<file path="config.mk">
export PLATFORM = sky130hd
export DESIGN_NAME = linear_upsampler_to_48khz_core
export DESIGN_NICKNAME = d
export VERILOG_FILES = /design/src/hw/rtl/lu48_pkg.sv /design/src/hw/rtl/linear_upsampler_to_48khz_core.sv /design/src/hw/rtl/lu48_div.sv
export VERILOG_INCLUDE_DIRS = /design/src /design/src/hw/rtl
export SDC_FILE = /design/constraint.sdc
export NUM_CORES = 1
export LEC_CHECK = 0
export ABC_AREA = 1
export BUFFER_PORTS_ARGS = -buffer_cell sky130_fd_sc_hd__buf_2
export CAP_MARGIN = 25
export CORE_MARGIN = 2
export CORE_UTILIZATION = 35
export DETAILED_ROUTE_END_ITERATION = 16
export SYNTH_ARGS = -nofsm -noshare
export SYNTH_HDL_FRONTEND = slang
export SYNTH_SLANG_ARGS = --single-unit
</file>
<file path="constraint.sdc">
create_clock -name i_clk -period 3.99 [get_ports i_clk]
set_clock_uncertainty 0.05 [all_clocks]
set_input_delay 0.399 -clock i_clk [delete_from_list [all_inputs] [get_ports i_clk]]
set_output_delay 0.399 -clock i_clk [all_outputs]
set_load 0.05 [all_outputs]
</file>
<file path="src/hw/rtl/linear_upsampler_to_48khz_core_defines.svh">
// Assertion macros used by the upsampler core.
`ifndef LINEAR_UPSAMPLER_TO_48KHZ_CORE_DEFINES_SVH
`define LINEAR_UPSAMPLER_TO_48KHZ_CORE_DEFINES_SVH

`ifndef NO_ASSERTIONS

// expr holds at every clock edge out of reset
`define LU48_ASSERT_HOLDS(label, clk, rst_n, expr) \
    label: assert property (@(posedge clk) disable iff (!rst_n) (expr)) \
        else $error("lu48 invariant violated");

// cons holds in the same cycle as ante
`define LU48_ASSERT_IMPLIES(label, clk, rst_n, ante, cons) \
    label: assert property (@(posedge clk) disable iff (!rst_n) (ante) |-> (cons)) \
        else $error("lu48 implication violated");

// cons holds in the cycle after ante
`define LU48_ASSERT_NEXT(label, clk, rst_n, ante, cons) \
    label: assert property (@(posedge clk) disable iff (!rst_n) (ante) |=> (cons)) \
        else $error("lu48 sequence violated");

`else

`define LU48_ASSERT_HOLDS(label, clk, rst_n, expr)
`define LU48_ASSERT_IMPLIES(label, clk, rst_n, ante, cons)
`define LU48_ASSERT_NEXT(label, clk, rst_n, ante, cons)

`endif

`endif

</file>
<file path="src/hw/rtl/lu48_pkg.sv">
// Types and constants of the linear 48 kHz upsampler.
`default_nettype none

package lu48_pkg;

    localparam int SAMPLE_W  = 16;
    localparam int RATE_W    = 16;
    localparam int ACC_W     = 17;
    localparam int COUNT_W   = 5;
    localparam int CFG_IDX_W = 2;
    localparam int CFG_DAT_W = 16;

    // divider operand widths: magnitude of a sample difference over the split count
    localparam int DIV_NUM_W = 16;
    localparam int DIV_DEN_W = COUNT_W;

    localparam logic [ACC_W-1:0]  OUT_RATE_ACC = ACC_W'(48000);
    localparam logic [RATE_W-1:0] RATE_MAX     = RATE_W'(48000);
    localparam logic [RATE_W-1:0] RATE_MIN     = RATE_W'(1500);
    localparam logic [RATE_W-1:0] RATE_RESET   = RATE_W'(44100);

    // configuration register indexes
    localparam logic [CFG_IDX_W-1:0] CFG_SOURCE_RATE = CFG_IDX_W'(0);
    localparam logic [CFG_IDX_W-1:0] CFG_MONO_MODE   = CFG_IDX_W'(1);

    typedef struct packed {
        logic signed [SAMPLE_W-1:0] left_sample;
        logic signed [SAMPLE_W-1:0] right_sample;
    } t_in_item;

    typedef struct packed {
        logic signed [SAMPLE_W-1:0] left_out;
        logic signed [SAMPLE_W-1:0] right_out;
        logic                       last_of_run;
    } t_out_item;

    typedef struct packed {
        logic                 start;
        logic [DIV_NUM_W-1:0] dividend;
        logic [DIV_DEN_W-1:0] divisor;
    } t_div_req;

    typedef struct packed {
        logic                 busy;
        logic                 done;
        logic [DIV_NUM_W-1:0] quot;
        logic [DIV_DEN_W-1:0] rem;
    } t_div_rsp;

    typedef enum logic [2:0] {
        ST_IDLE,
        ST_PHASE,
        ST_LOAD_L,
        ST_WAIT_L,
        ST_LOAD_R,
        ST_WAIT_R,
        ST_EMIT
    } t_state;

endpackage

`default_nettype wire

</file>
<file path="src/hw/rtl/linear_upsampler_to_48khz_core.sv">
// Sequence: accept a frame, step the phase adder until it wraps, then with a nonzero split
// count divide the left and then the right difference (left only in mono) and emit count+1
// results; a zero split count gives one result.
// Frames: one at a time; a new frame is taken only after the last result of the previous
// one is loaded into the output register, so output stalls hold the input too.
// Reset: synchronous, active low; rate 44100, stereo, phase and previous frame zero.
`default_nettype none
`include "linear_upsampler_to_48khz_core_defines.svh"

module linear_upsampler_to_48khz_core (
    input  wire                                 i_clk,
    input  wire                                 i_rst_n,
    // input frames
    input  wire                                 i_in_valid,
    output logic                                o_in_stall,
    input  wire  lu48_pkg::t_in_item            i_in_data,
    // output frames
    output logic                                o_out_valid,
    input  wire                                 i_out_stall,
    output lu48_pkg::t_out_item                 o_out_data,
    // configuration writes
    input  wire                                 i_cfg_valid,
    output logic                                o_cfg_ready,
    input  wire  [lu48_pkg::CFG_IDX_W-1:0]      i_cfg_index,
    input  wire  [lu48_pkg::CFG_DAT_W-1:0]      i_cfg_data
);

    localparam int SW = lu48_pkg::SAMPLE_W;
    localparam int CW = lu48_pkg::COUNT_W;
    localparam int NW = lu48_pkg::DIV_NUM_W;

    lu48_pkg::t_state r_state, n_state;

    // configuration
    logic [lu48_pkg::RATE_W-1:0] r_rate;
    logic                        r_mono;

    // persistent state
    logic [lu48_pkg::RATE_W-1:0] r_phase;
    logic signed [SW-1:0]        r_prev_l, r_prev_r;

    // per-frame working registers
    logic signed [SW-1:0]        r_cur_l, r_cur_r;
    logic                        r_neg_l, r_neg_r;
    logic [NW-1:0]               r_mag_l, r_mag_r;
    logic [lu48_pkg::ACC_W-1:0]  r_acc;
    logic [CW-1:0]               r_adds;
    logic [CW-1:0]               r_count;
    logic [CW-1:0]               r_m;
    logic [NW-1:0]               r_qd_l, r_qd_r;
    logic [CW-1:0]               r_rd_l, r_rd_r;
    logic [NW-1:0]               r_q_l, r_q_r;
    logic [CW-1:0]               r_r_l, r_r_r;

    // output register
    logic                        r_out_valid;
    lu48_pkg::t_out_item         r_out;

    // FSM outputs
    logic                        in_take;
    logic                        out_load;
    lu48_pkg::t_div_req          div_req;
    lu48_pkg::t_div_rsp          div_rsp;

    // combinational helpers
    logic signed [SW:0]          diff_l, diff_r;
    logic signed [SW-1:0]        in_r;
    logic [lu48_pkg::ACC_W-1:0]  acc_sum;
    logic                        acc_wrap;
    logic                        is_last;
    lu48_pkg::t_out_item         emit_item;
    logic [CW:0]                 rs_l, rs_r;
    logic                        wrap_l, wrap_r;
    logic signed [SW:0]          ofs_l, ofs_r;
    logic                        div_wait;
    logic                        run_end;

    // configuration writes, rate saturated to the legal range
    assign o_cfg_ready = 1'b1;

    always_ff @(posedge i_clk) begin
        if (!i_rst_n) begin
            r_rate <= lu48_pkg::RATE_RESET;
            r_mono <= 1'b0;
        end else if (i_cfg_valid && o_cfg_ready) begin
            unique case (i_cfg_index)
                lu48_pkg::CFG_SOURCE_RATE: begin
                    if (i_cfg_data > lu48_pkg::RATE_MAX) begin
                        r_rate <= lu48_pkg::RATE_MAX;
                    end else if (i_cfg_data < lu48_pkg::RATE_MIN) begin
                        r_rate <= lu48_pkg::RATE_MIN;
                    end else begin
                        r_rate <= i_cfg_data;
                    end
                end
                lu48_pkg::CFG_MONO_MODE: r_mono <= i_cfg_data[0];
                default: ;
            endcase
        end
    end

    // input differences against the previous frame
    always_comb begin
        in_r   = r_mono ? '0 : i_in_data.right_sample;
        diff_l = {i_in_data.left_sample[SW-1], i_in_data.left_sample} - {r_prev_l[SW-1], r_prev_l};
        diff_r = {in_r[SW-1], in_r} - {r_prev_r[SW-1], r_prev_r};
    end

    // phase accumulator step
    always_comb begin
        acc_sum  = r_acc + {1'b0, r_rate};
        acc_wrap = (acc_sum >= lu48_pkg::OUT_RATE_ACC);
    end

    // next state
    always_comb begin
        n_state = r_state;
        unique case (r_state)
            lu48_pkg::ST_IDLE:   if (i_in_valid) n_state = lu48_pkg::ST_PHASE;
            lu48_pkg::ST_PHASE: begin
                if (acc_wrap) begin
                    n_state = (r_adds == '0) ? lu48_pkg::ST_EMIT : lu48_pkg::ST_LOAD_L;
                end
            end
            lu48_pkg::ST_LOAD_L: n_state = lu48_pkg::ST_WAIT_L;
            lu48_pkg::ST_WAIT_L: begin
                if (div_rsp.done) begin
                    n_state = r_mono ? lu48_pkg::ST_EMIT : lu48_pkg::ST_LOAD_R;
                end
            end
            lu48_pkg::ST_LOAD_R: n_state = lu48_pkg::ST_WAIT_R;
            lu48_pkg::ST_WAIT_R: if (div_rsp.done) n_state = lu48_pkg::ST_EMIT;
            lu48_pkg::ST_EMIT:   if (out_load && is_last) n_state = lu48_pkg::ST_IDLE;
            default:             n_state = lu48_pkg::ST_IDLE;
        endcase
    end

    // FSM outputs
    always_comb begin
        o_in_stall       = 1'b1;
        in_take          = 1'b0;
        out_load         = 1'b0;
        div_req.start    = 1'b0;
        div_req.dividend = r_mag_l;
        div_req.divisor  = r_count;
        unique case (r_state)
            lu48_pkg::ST_IDLE: begin
                o_in_stall = 1'b0;
                in_take    = i_in_valid;
            end
            lu48_pkg::ST_LOAD_L: div_req.start = 1'b1;
            lu48_pkg::ST_LOAD_R: begin
                div_req.start    = 1'b1;
                div_req.dividend = r_mag_r;
            end
            lu48_pkg::ST_EMIT: out_load = !r_out_valid || !i_out_stall;
            default: ;
        endcase
    end

    always_ff @(posedge i_clk) begin
        if (!i_rst_n) begin
            r_state <= lu48_pkg::ST_IDLE;
        end else begin
            r_state <= n_state;
        end
    end

    lu48_div u_div (
        .i_clk   (i_clk),
        .i_rst_n (i_rst_n),
        .i_req   (div_req),
        .o_rsp   (div_rsp)
    );

    // result of the current step; signed offset is the truncated quotient
    always_comb begin
        is_last = (r_m == r_count);
        ofs_l   = r_neg_l ? -$signed({1'b0, r_q_l}) : $signed({1'b0, r_q_l});
        ofs_r   = r_neg_r ? -$signed({1'b0, r_q_r}) : $signed({1'b0, r_q_r});
        if (r_count == '0) begin
            emit_item.left_out  = r_cur_l;
            emit_item.right_out = r_cur_r;
        end else begin
            emit_item.left_out  = SW'({r_prev_l[SW-1], r_prev_l} + ofs_l);
            emit_item.right_out = r_mono ? '0 : SW'({r_prev_r[SW-1], r_prev_r} + ofs_r);
        end
        emit_item.last_of_run = is_last;
        // advance quotient and remainder by one more difference over count
        rs_l   = {1'b0, r_r_l} + {1'b0, r_rd_l};
        rs_r   = {1'b0, r_r_r} + {1'b0, r_rd_r};
        wrap_l = (rs_l >= {1'b0, r_count});
        wrap_r = (rs_r >= {1'b0, r_count});
    end

    // persistent state
    always_ff @(posedge i_clk) begin
        if (!i_rst_n) begin
            r_phase  <= '0;
            r_prev_l <= '0;
            r_prev_r <= '0;
        end else begin
            if (r_state == lu48_pkg::ST_PHASE && acc_wrap) begin
                r_phase <= lu48_pkg::RATE_W'(acc_sum - lu48_pkg::OUT_RATE_ACC);
            end
            if (out_load && is_last) begin
                r_prev_l <= r_cur_l;
                if (!r_mono) begin
                    r_prev_r <= r_cur_r;
                end
            end
        end
    end

    // working registers
    always_ff @(posedge i_clk) begin
        if (in_take) begin
            r_cur_l <= i_in_data.left_sample;
            r_cur_r <= in_r;
            r_neg_l <= diff_l[SW];
            r_neg_r <= diff_r[SW];
            r_mag_l <= NW'(diff_l[SW] ? -diff_l : diff_l);
            r_mag_r <= NW'(diff_r[SW] ? -diff_r : diff_r);
            r_acc   <= {1'b0, r_phase};
            r_adds  <= '0;
        end
        if (r_state == lu48_pkg::ST_PHASE) begin
            if (acc_wrap) begin
                r_count <= r_adds;
                r_m     <= '0;
                r_q_l   <= '0;
                r_q_r   <= '0;
                r_r_l   <= '0;
                r_r_r   <= '0;
                r_qd_r  <= '0;
                r_rd_r  <= '0;
            end else begin
                r_acc  <= acc_sum;
                r_adds <= r_adds + 1'b1;
            end
        end
        if (r_state == lu48_pkg::ST_WAIT_L && div_rsp.done) begin
            r_qd_l <= div_rsp.quot;
            r_rd_l <= div_rsp.rem;
        end
        if (r_state == lu48_pkg::ST_WAIT_R && div_rsp.done) begin
            r_qd_r <= div_rsp.quot;
            r_rd_r <= div_rsp.rem;
        end
        if (out_load && !is_last) begin
            r_m   <= r_m + 1'b1;
            r_q_l <= r_q_l + r_qd_l + NW'(wrap_l);
            r_q_r <= r_q_r + r_qd_r + NW'(wrap_r);
            r_r_l <= wrap_l ? CW'(rs_l - {1'b0, r_count}) : rs_l[CW-1:0];
            r_r_r <= wrap_r ? CW'(rs_r - {1'b0, r_count}) : rs_r[CW-1:0];
        end
    end

    // output register: holds a result while the far side stalls
    always_ff @(posedge i_clk) begin
        if (!i_rst_n) begin
            r_out_valid <= 1'b0;
        end else if (out_load) begin
            r_out_valid <= 1'b1;
        end else if (!i_out_stall) begin
            r_out_valid <= 1'b0;
        end
    end

    always_ff @(posedge i_clk) begin
        if (out_load) begin
            r_out <= emit_item;
        end
    end

    assign o_out_valid = r_out_valid;
    assign o_out_data  = r_out;

    // check helpers
    assign div_wait = (r_state == lu48_pkg::ST_WAIT_L) || (r_state == lu48_pkg::ST_WAIT_R);
    assign run_end  = out_load && is_last;

    // checks
    `LU48_ASSERT_HOLDS(a_phase_range, i_clk, i_rst_n, ({1'b0, r_phase} < lu48_pkg::OUT_RATE_ACC))
    `LU48_ASSERT_IMPLIES(a_div_nonzero, i_clk, i_rst_n, div_req.start, (r_count != '0))
    `LU48_ASSERT_IMPLIES(a_div_done_wait, i_clk, i_rst_n, div_rsp.done, div_wait)
    `LU48_ASSERT_IMPLIES(a_div_busy_wait, i_clk, i_rst_n, div_rsp.busy, div_wait)
    `LU48_ASSERT_NEXT(a_last_to_idle, i_clk, i_rst_n, run_end, (!o_in_stall && r_out.last_of_run))

endmodule

`default_nettype wire

</file>
<file path="src/hw/rtl/lu48_div.sv">
// Radix-2 restoring divider, one quotient bit per cycle, shared by both channels.
`default_nettype none

module lu48_div (
    input  wire                      i_clk,
    input  wire                      i_rst_n,
    input  wire lu48_pkg::t_div_req  i_req,
    output lu48_pkg::t_div_rsp       o_rsp
);

    localparam int STEP_W = $clog2(lu48_pkg::DIV_NUM_W);

    logic                           r_busy;
    logic                           r_done;
    logic [STEP_W-1:0]              r_step;
    logic [lu48_pkg::DIV_NUM_W-1:0] r_quo;
    logic [lu48_pkg::DIV_DEN_W-1:0] r_rem;
    logic [lu48_pkg::DIV_DEN_W-1:0] r_den;

    logic [lu48_pkg::DIV_DEN_W:0]   trial;
    logic                           fits;

    // shift in the next dividend bit and try the subtract
    always_comb begin
        trial = {r_rem, r_quo[lu48_pkg::DIV_NUM_W-1]};
        fits  = (trial >= {1'b0, r_den});
    end

    // control
    always_ff @(posedge i_clk) begin
        if (!i_rst_n) begin
            r_busy <= 1'b0;
            r_done <= 1'b0;
            r_step <= '0;
        end else begin
            r_done <= 1'b0;
            if (i_req.start && !r_busy) begin
                r_busy <= 1'b1;
                r_step <= '0;
            end else if (r_busy) begin
                r_step <= r_step + 1'b1;
                if (r_step == STEP_W'(lu48_pkg::DIV_NUM_W - 1)) begin
                    r_busy <= 1'b0;
                    r_done <= 1'b1;
                end
            end
        end
    end

    // datapath: quotient bits shift in where dividend bits shift out
    always_ff @(posedge i_clk) begin
        if (i_req.start && !r_busy) begin
            r_quo <= i_req.dividend;
            r_rem <= '0;
            r_den <= i_req.divisor;
        end else if (r_busy) begin
            r_quo <= {r_quo[lu48_pkg::DIV_NUM_W-2:0], fits};
            r_rem <= fits ? lu48_pkg::DIV_DEN_W'(trial - {1'b0, r_den})
                          : trial[lu48_pkg::DIV_DEN_W-1:0];
        end
    end

    assign o_rsp.busy = r_busy;
    assign o_rsp.done = r_done;
    assign o_rsp.quot = r_quo;
    assign o_rsp.rem  = r_rem;

endmodule

`default_nettype wire

</file>
==> flow_summary.toml <==
[run_status]
outcome = "finished with violations"
violations = "negative setup slack"

[synthesis]
syn_inst = 2394
avgSynthCellArea_um2 = 8.186
synth.most_common_cell = "nand2_1"
synth_top_cell_by_area = "edfxtp_1"
synth.top_cells.by_area = "edfxtp_1, dfxtp_1, nand2_1, ha_1, inv_1"
synth_area_um2 = 19600
synth_edf_count = 214
synth_cell_types = 57
yosysWarningCount = 0
synth_top_flop_cell = "edfxtp_1"
syn_nets = 2603
postSynth.asyncResetShare = 0
ys_seq_elements = 316
yosysSeqAreaShare = 0.4321
synth_top_cell_area_share = 0.3279
synthTopCellsByCount = "nand2_1, inv_1, nor2_1, edfxtp_1, o21ai_0"

[route]
wl_met2_um = 24490
drt_iter0_drc = 1156
wirelength_met1_um = 23150
drc_errors = 0
wire_per_inst_um = 15.40
maxUsedRoutingLayer = "met4"
vias = 16431
ant_nets = 0
vias_per_cell = 4.939
drt-total-wl_um = 51250
route.met3.wl_um = 2395
dr.pass1.iters = 5

[power]
power_frac_clock = 0.225
p_int_mw = 9.587
p_sw_frac = 0.3992
powerDensity_nw_per_um2 = 696.0
peakVddDrop_mv = 0.3513
combinationalPowerShare = 0.447
p_switching_mw = 6.371
pwr-share-seq = 0.328
leakagePower_nw = 10.21

[clock_tree]
clk_pin_slew_worst_paths_ns = 0.06
clock_tree.root_cell = "clkbuf_16"
cts_tree = "done"
clock-sinks = 316
clkLatencyLatePin_ns = 0.55
cts_made_buffers = 37
htree_levels = 2
max-clock-path-buffers = 3

[floorplanning]
rows = 86
core_area_um2 = 55200
start_util = 0.3550
die_h_um = 240.6
die_x_um = 240.6
ios = 91
die_area_um2 = 57900

[placement]
place_area_um2 = 21210
portBuffers = 89
post-dp-hpwl_um = 39190
gp_congestion = 0.8992

[finish]
nFillCells = 5477
syn2layout_area_growth_pct = 17.00
ff_latch_area_um2 = 8468
fin_util = 0.4153
drive_above_1_share = 0.1194
design_area_um2 = 22930
multiInputGateArea_um2 = 9833
antenna_cells = 0
fin_nets = 2759
largest_reg_flops = 33

[global_route]
grt.overflow.total = 0
grt_pass1_wl_um = 81360
grt_pass1_vias = 15825
antenna_found_initial = 1
track_usage = 0.1768
grt_max_degree = 48

[worst_setup_path]
r2r_slack_ns = -0.09
worstPathArrival_ns = 4.33
critPathLaunchType = "register"
worstPathRequired_ns = 4.24
cp_top_family = "adder cells"
cp_slowest_cell = "fa_2"
crit_path_end_kind = "register"
crit_buf_inv = 2
worst_path_most_repeated_cell = "fa_2"
crit_type = "reg -> reg"
worstPathMaxFanout = 3
crit_chain = "ha_2 > inv_2 > fa_2 > inv_2 > fa_2 > a21o_1 > a21oi_2 > nand2_1 > a211oi_2 > nand2_2 > fa_2 > fa_2 > a31oi_4 > o21ai_2 > nand2_1 > nand2_1 > nand3_2 > nand2_2 > nand3_2 > nand2_2 > o21ai_1 > a21oi_1"
cpPeakStageDelay_ns = 0.53

[timing]
final.period_utilization = 1.023
finalSetupViolations = 2
hold_viol_final = 0
clock.fmax_ghz = 0.2451
tightestPinTransition_ns = 0.8758
relSlewSlack = 0.4148
rsz0062_at_grt = "yes"
setup_ws_ns = -0.09011
layout_min_cycle_time_ns = 4.080
maxSlewViolCount = 0

[worst_hold_path]
hp-class = "in -> reg"

[job]
maxCapViolCount = 0
==> routing by layer <==
layer,vias to the layer above,global-route usage
li1,8300,-
met3,77,0.02837
met2,343,0.3022
met1,7711,0.2307
met5,-,0
met4,0,0.05025
==> worst paths after layout <==
check / from / cells after the start / end
setup / recovery: r_rd_r[0] / 22 / r_q_r[12]
hold reg to reg: u_div.r_quo[2] / 0 / r_qd_l[2]
setup reg to reg: r_rd_r[0] / 22 / r_q_r[12]
hold / removal: i_in_data[30] / 1 / r_cur_l[14]
==> layout by cell type (no fill, tap or decap), drive strengths merged, types with 2 or more instances in the layout <==
| master | netlist | routed |
|---|---|---|
| a211oi | 9 | 9 |
| ha | 140 | 140 |
| dfxtp | 102 | 102 |
| nand3 | 103 | 103 |
| mux2i | 8 | 8 |
| a31oi | 7 | 7 |
| xor2 | 70 | 70 |
| nor2 | 229 | 229 |
| o21bai | 4 | 4 |
| clkinv | 3 | 18 |
| nor4 | 6 | 6 |
| xnor2 | 44 | 44 |
| dlygate4sd3 | 0 | 10 |
| a21o | 8 | 8 |
| clkbuf | 39 | 44 |
| o22ai | 3 | 3 |
| a211o | 2 | 2 |
| o211ai | 19 | 19 |
| a22oi | 2 | 2 |
| nor3 | 26 | 26 |
| o31ai | 8 | 8 |
| fa | 14 | 14 |
| and2 | 6 | 6 |
| nand2 | 498 | 498 |
| o32ai | 2 | 2 |
| nand4 | 25 | 25 |
| or2 | 15 | 15 |
| o2111ai | 2 | 2 |
| o21a | 7 | 7 |
| nand3b | 9 | 9 |
| a21oi | 194 | 194 |
| a21boi | 6 | 6 |
| inv | 347 | 350 |
| buf | 13 | 159 |
| o21ai | 204 | 204 |
| bufinv | 0 | 6 |
| edfxtp | 214 | 214 |
==> kinds of logic after synthesis <==
family | share of synthesized area
buf+inv | 0.07975
other cells | 0.0001914
fa+ha+maj | 0.1037
simple gates | 0.1944
xor+xnor | 0.05133
compound gates | 0.1345
flops | 0.4321
mux | 0.004086
==> power groups by stage <==
stage          Clock (mW)  Sequential (mW)  Combinational, mW
2_1_floorplan           0             5.11               4.78
6_report             3.59             5.24               7.13
3_5_place_dp            0             5.29               6.64
4_1_cts              3.66             5.23               6.87
5_1_grt              3.79             5.32               8.04
3_3_place_gp            0             5.27               6.47
==> layout make-up <==
cell class,instances,area share
flip-flops and latches,316,0.3694
clock inverters,24,0.01244
inverters,350,0.05741
multi-input cells,1676,0.4289
well taps,748,0.04082
clock buffers,44,0.04382
repair buffers,169,0.04726
==> timing repair <==
action | CTS | global route
hold buffers | 10 | 0
hold endpoints to repair | 10 | 0
pin swaps | 18 | 25
resized for setup | 14 | 36
cloned | 0 | 0
endpoints found under the setup margin | 12 | 22
buffers inserted | 8 | 10
==> per-stage QoR <==
stage               setup slack, ns  setup TNS, ns  hold WS, ns  total power [mW]  instances
floorplan                   -0.1638        -0.2211       0.3764             9.886       2394
global placement            -0.1972        -0.5775       0.3862             11.74       3231
detailed placement          -0.2781         -1.258       0.3847             11.93       3231
CTS                         -0.1182        -0.2271     0.004315             15.76       3317
global route                -0.2847         -2.078     0.001701             17.16       3327
finish                     -0.09011        -0.1030      0.02183             15.96       3327
Note: power is estimated with default switching activity, not from simulation.
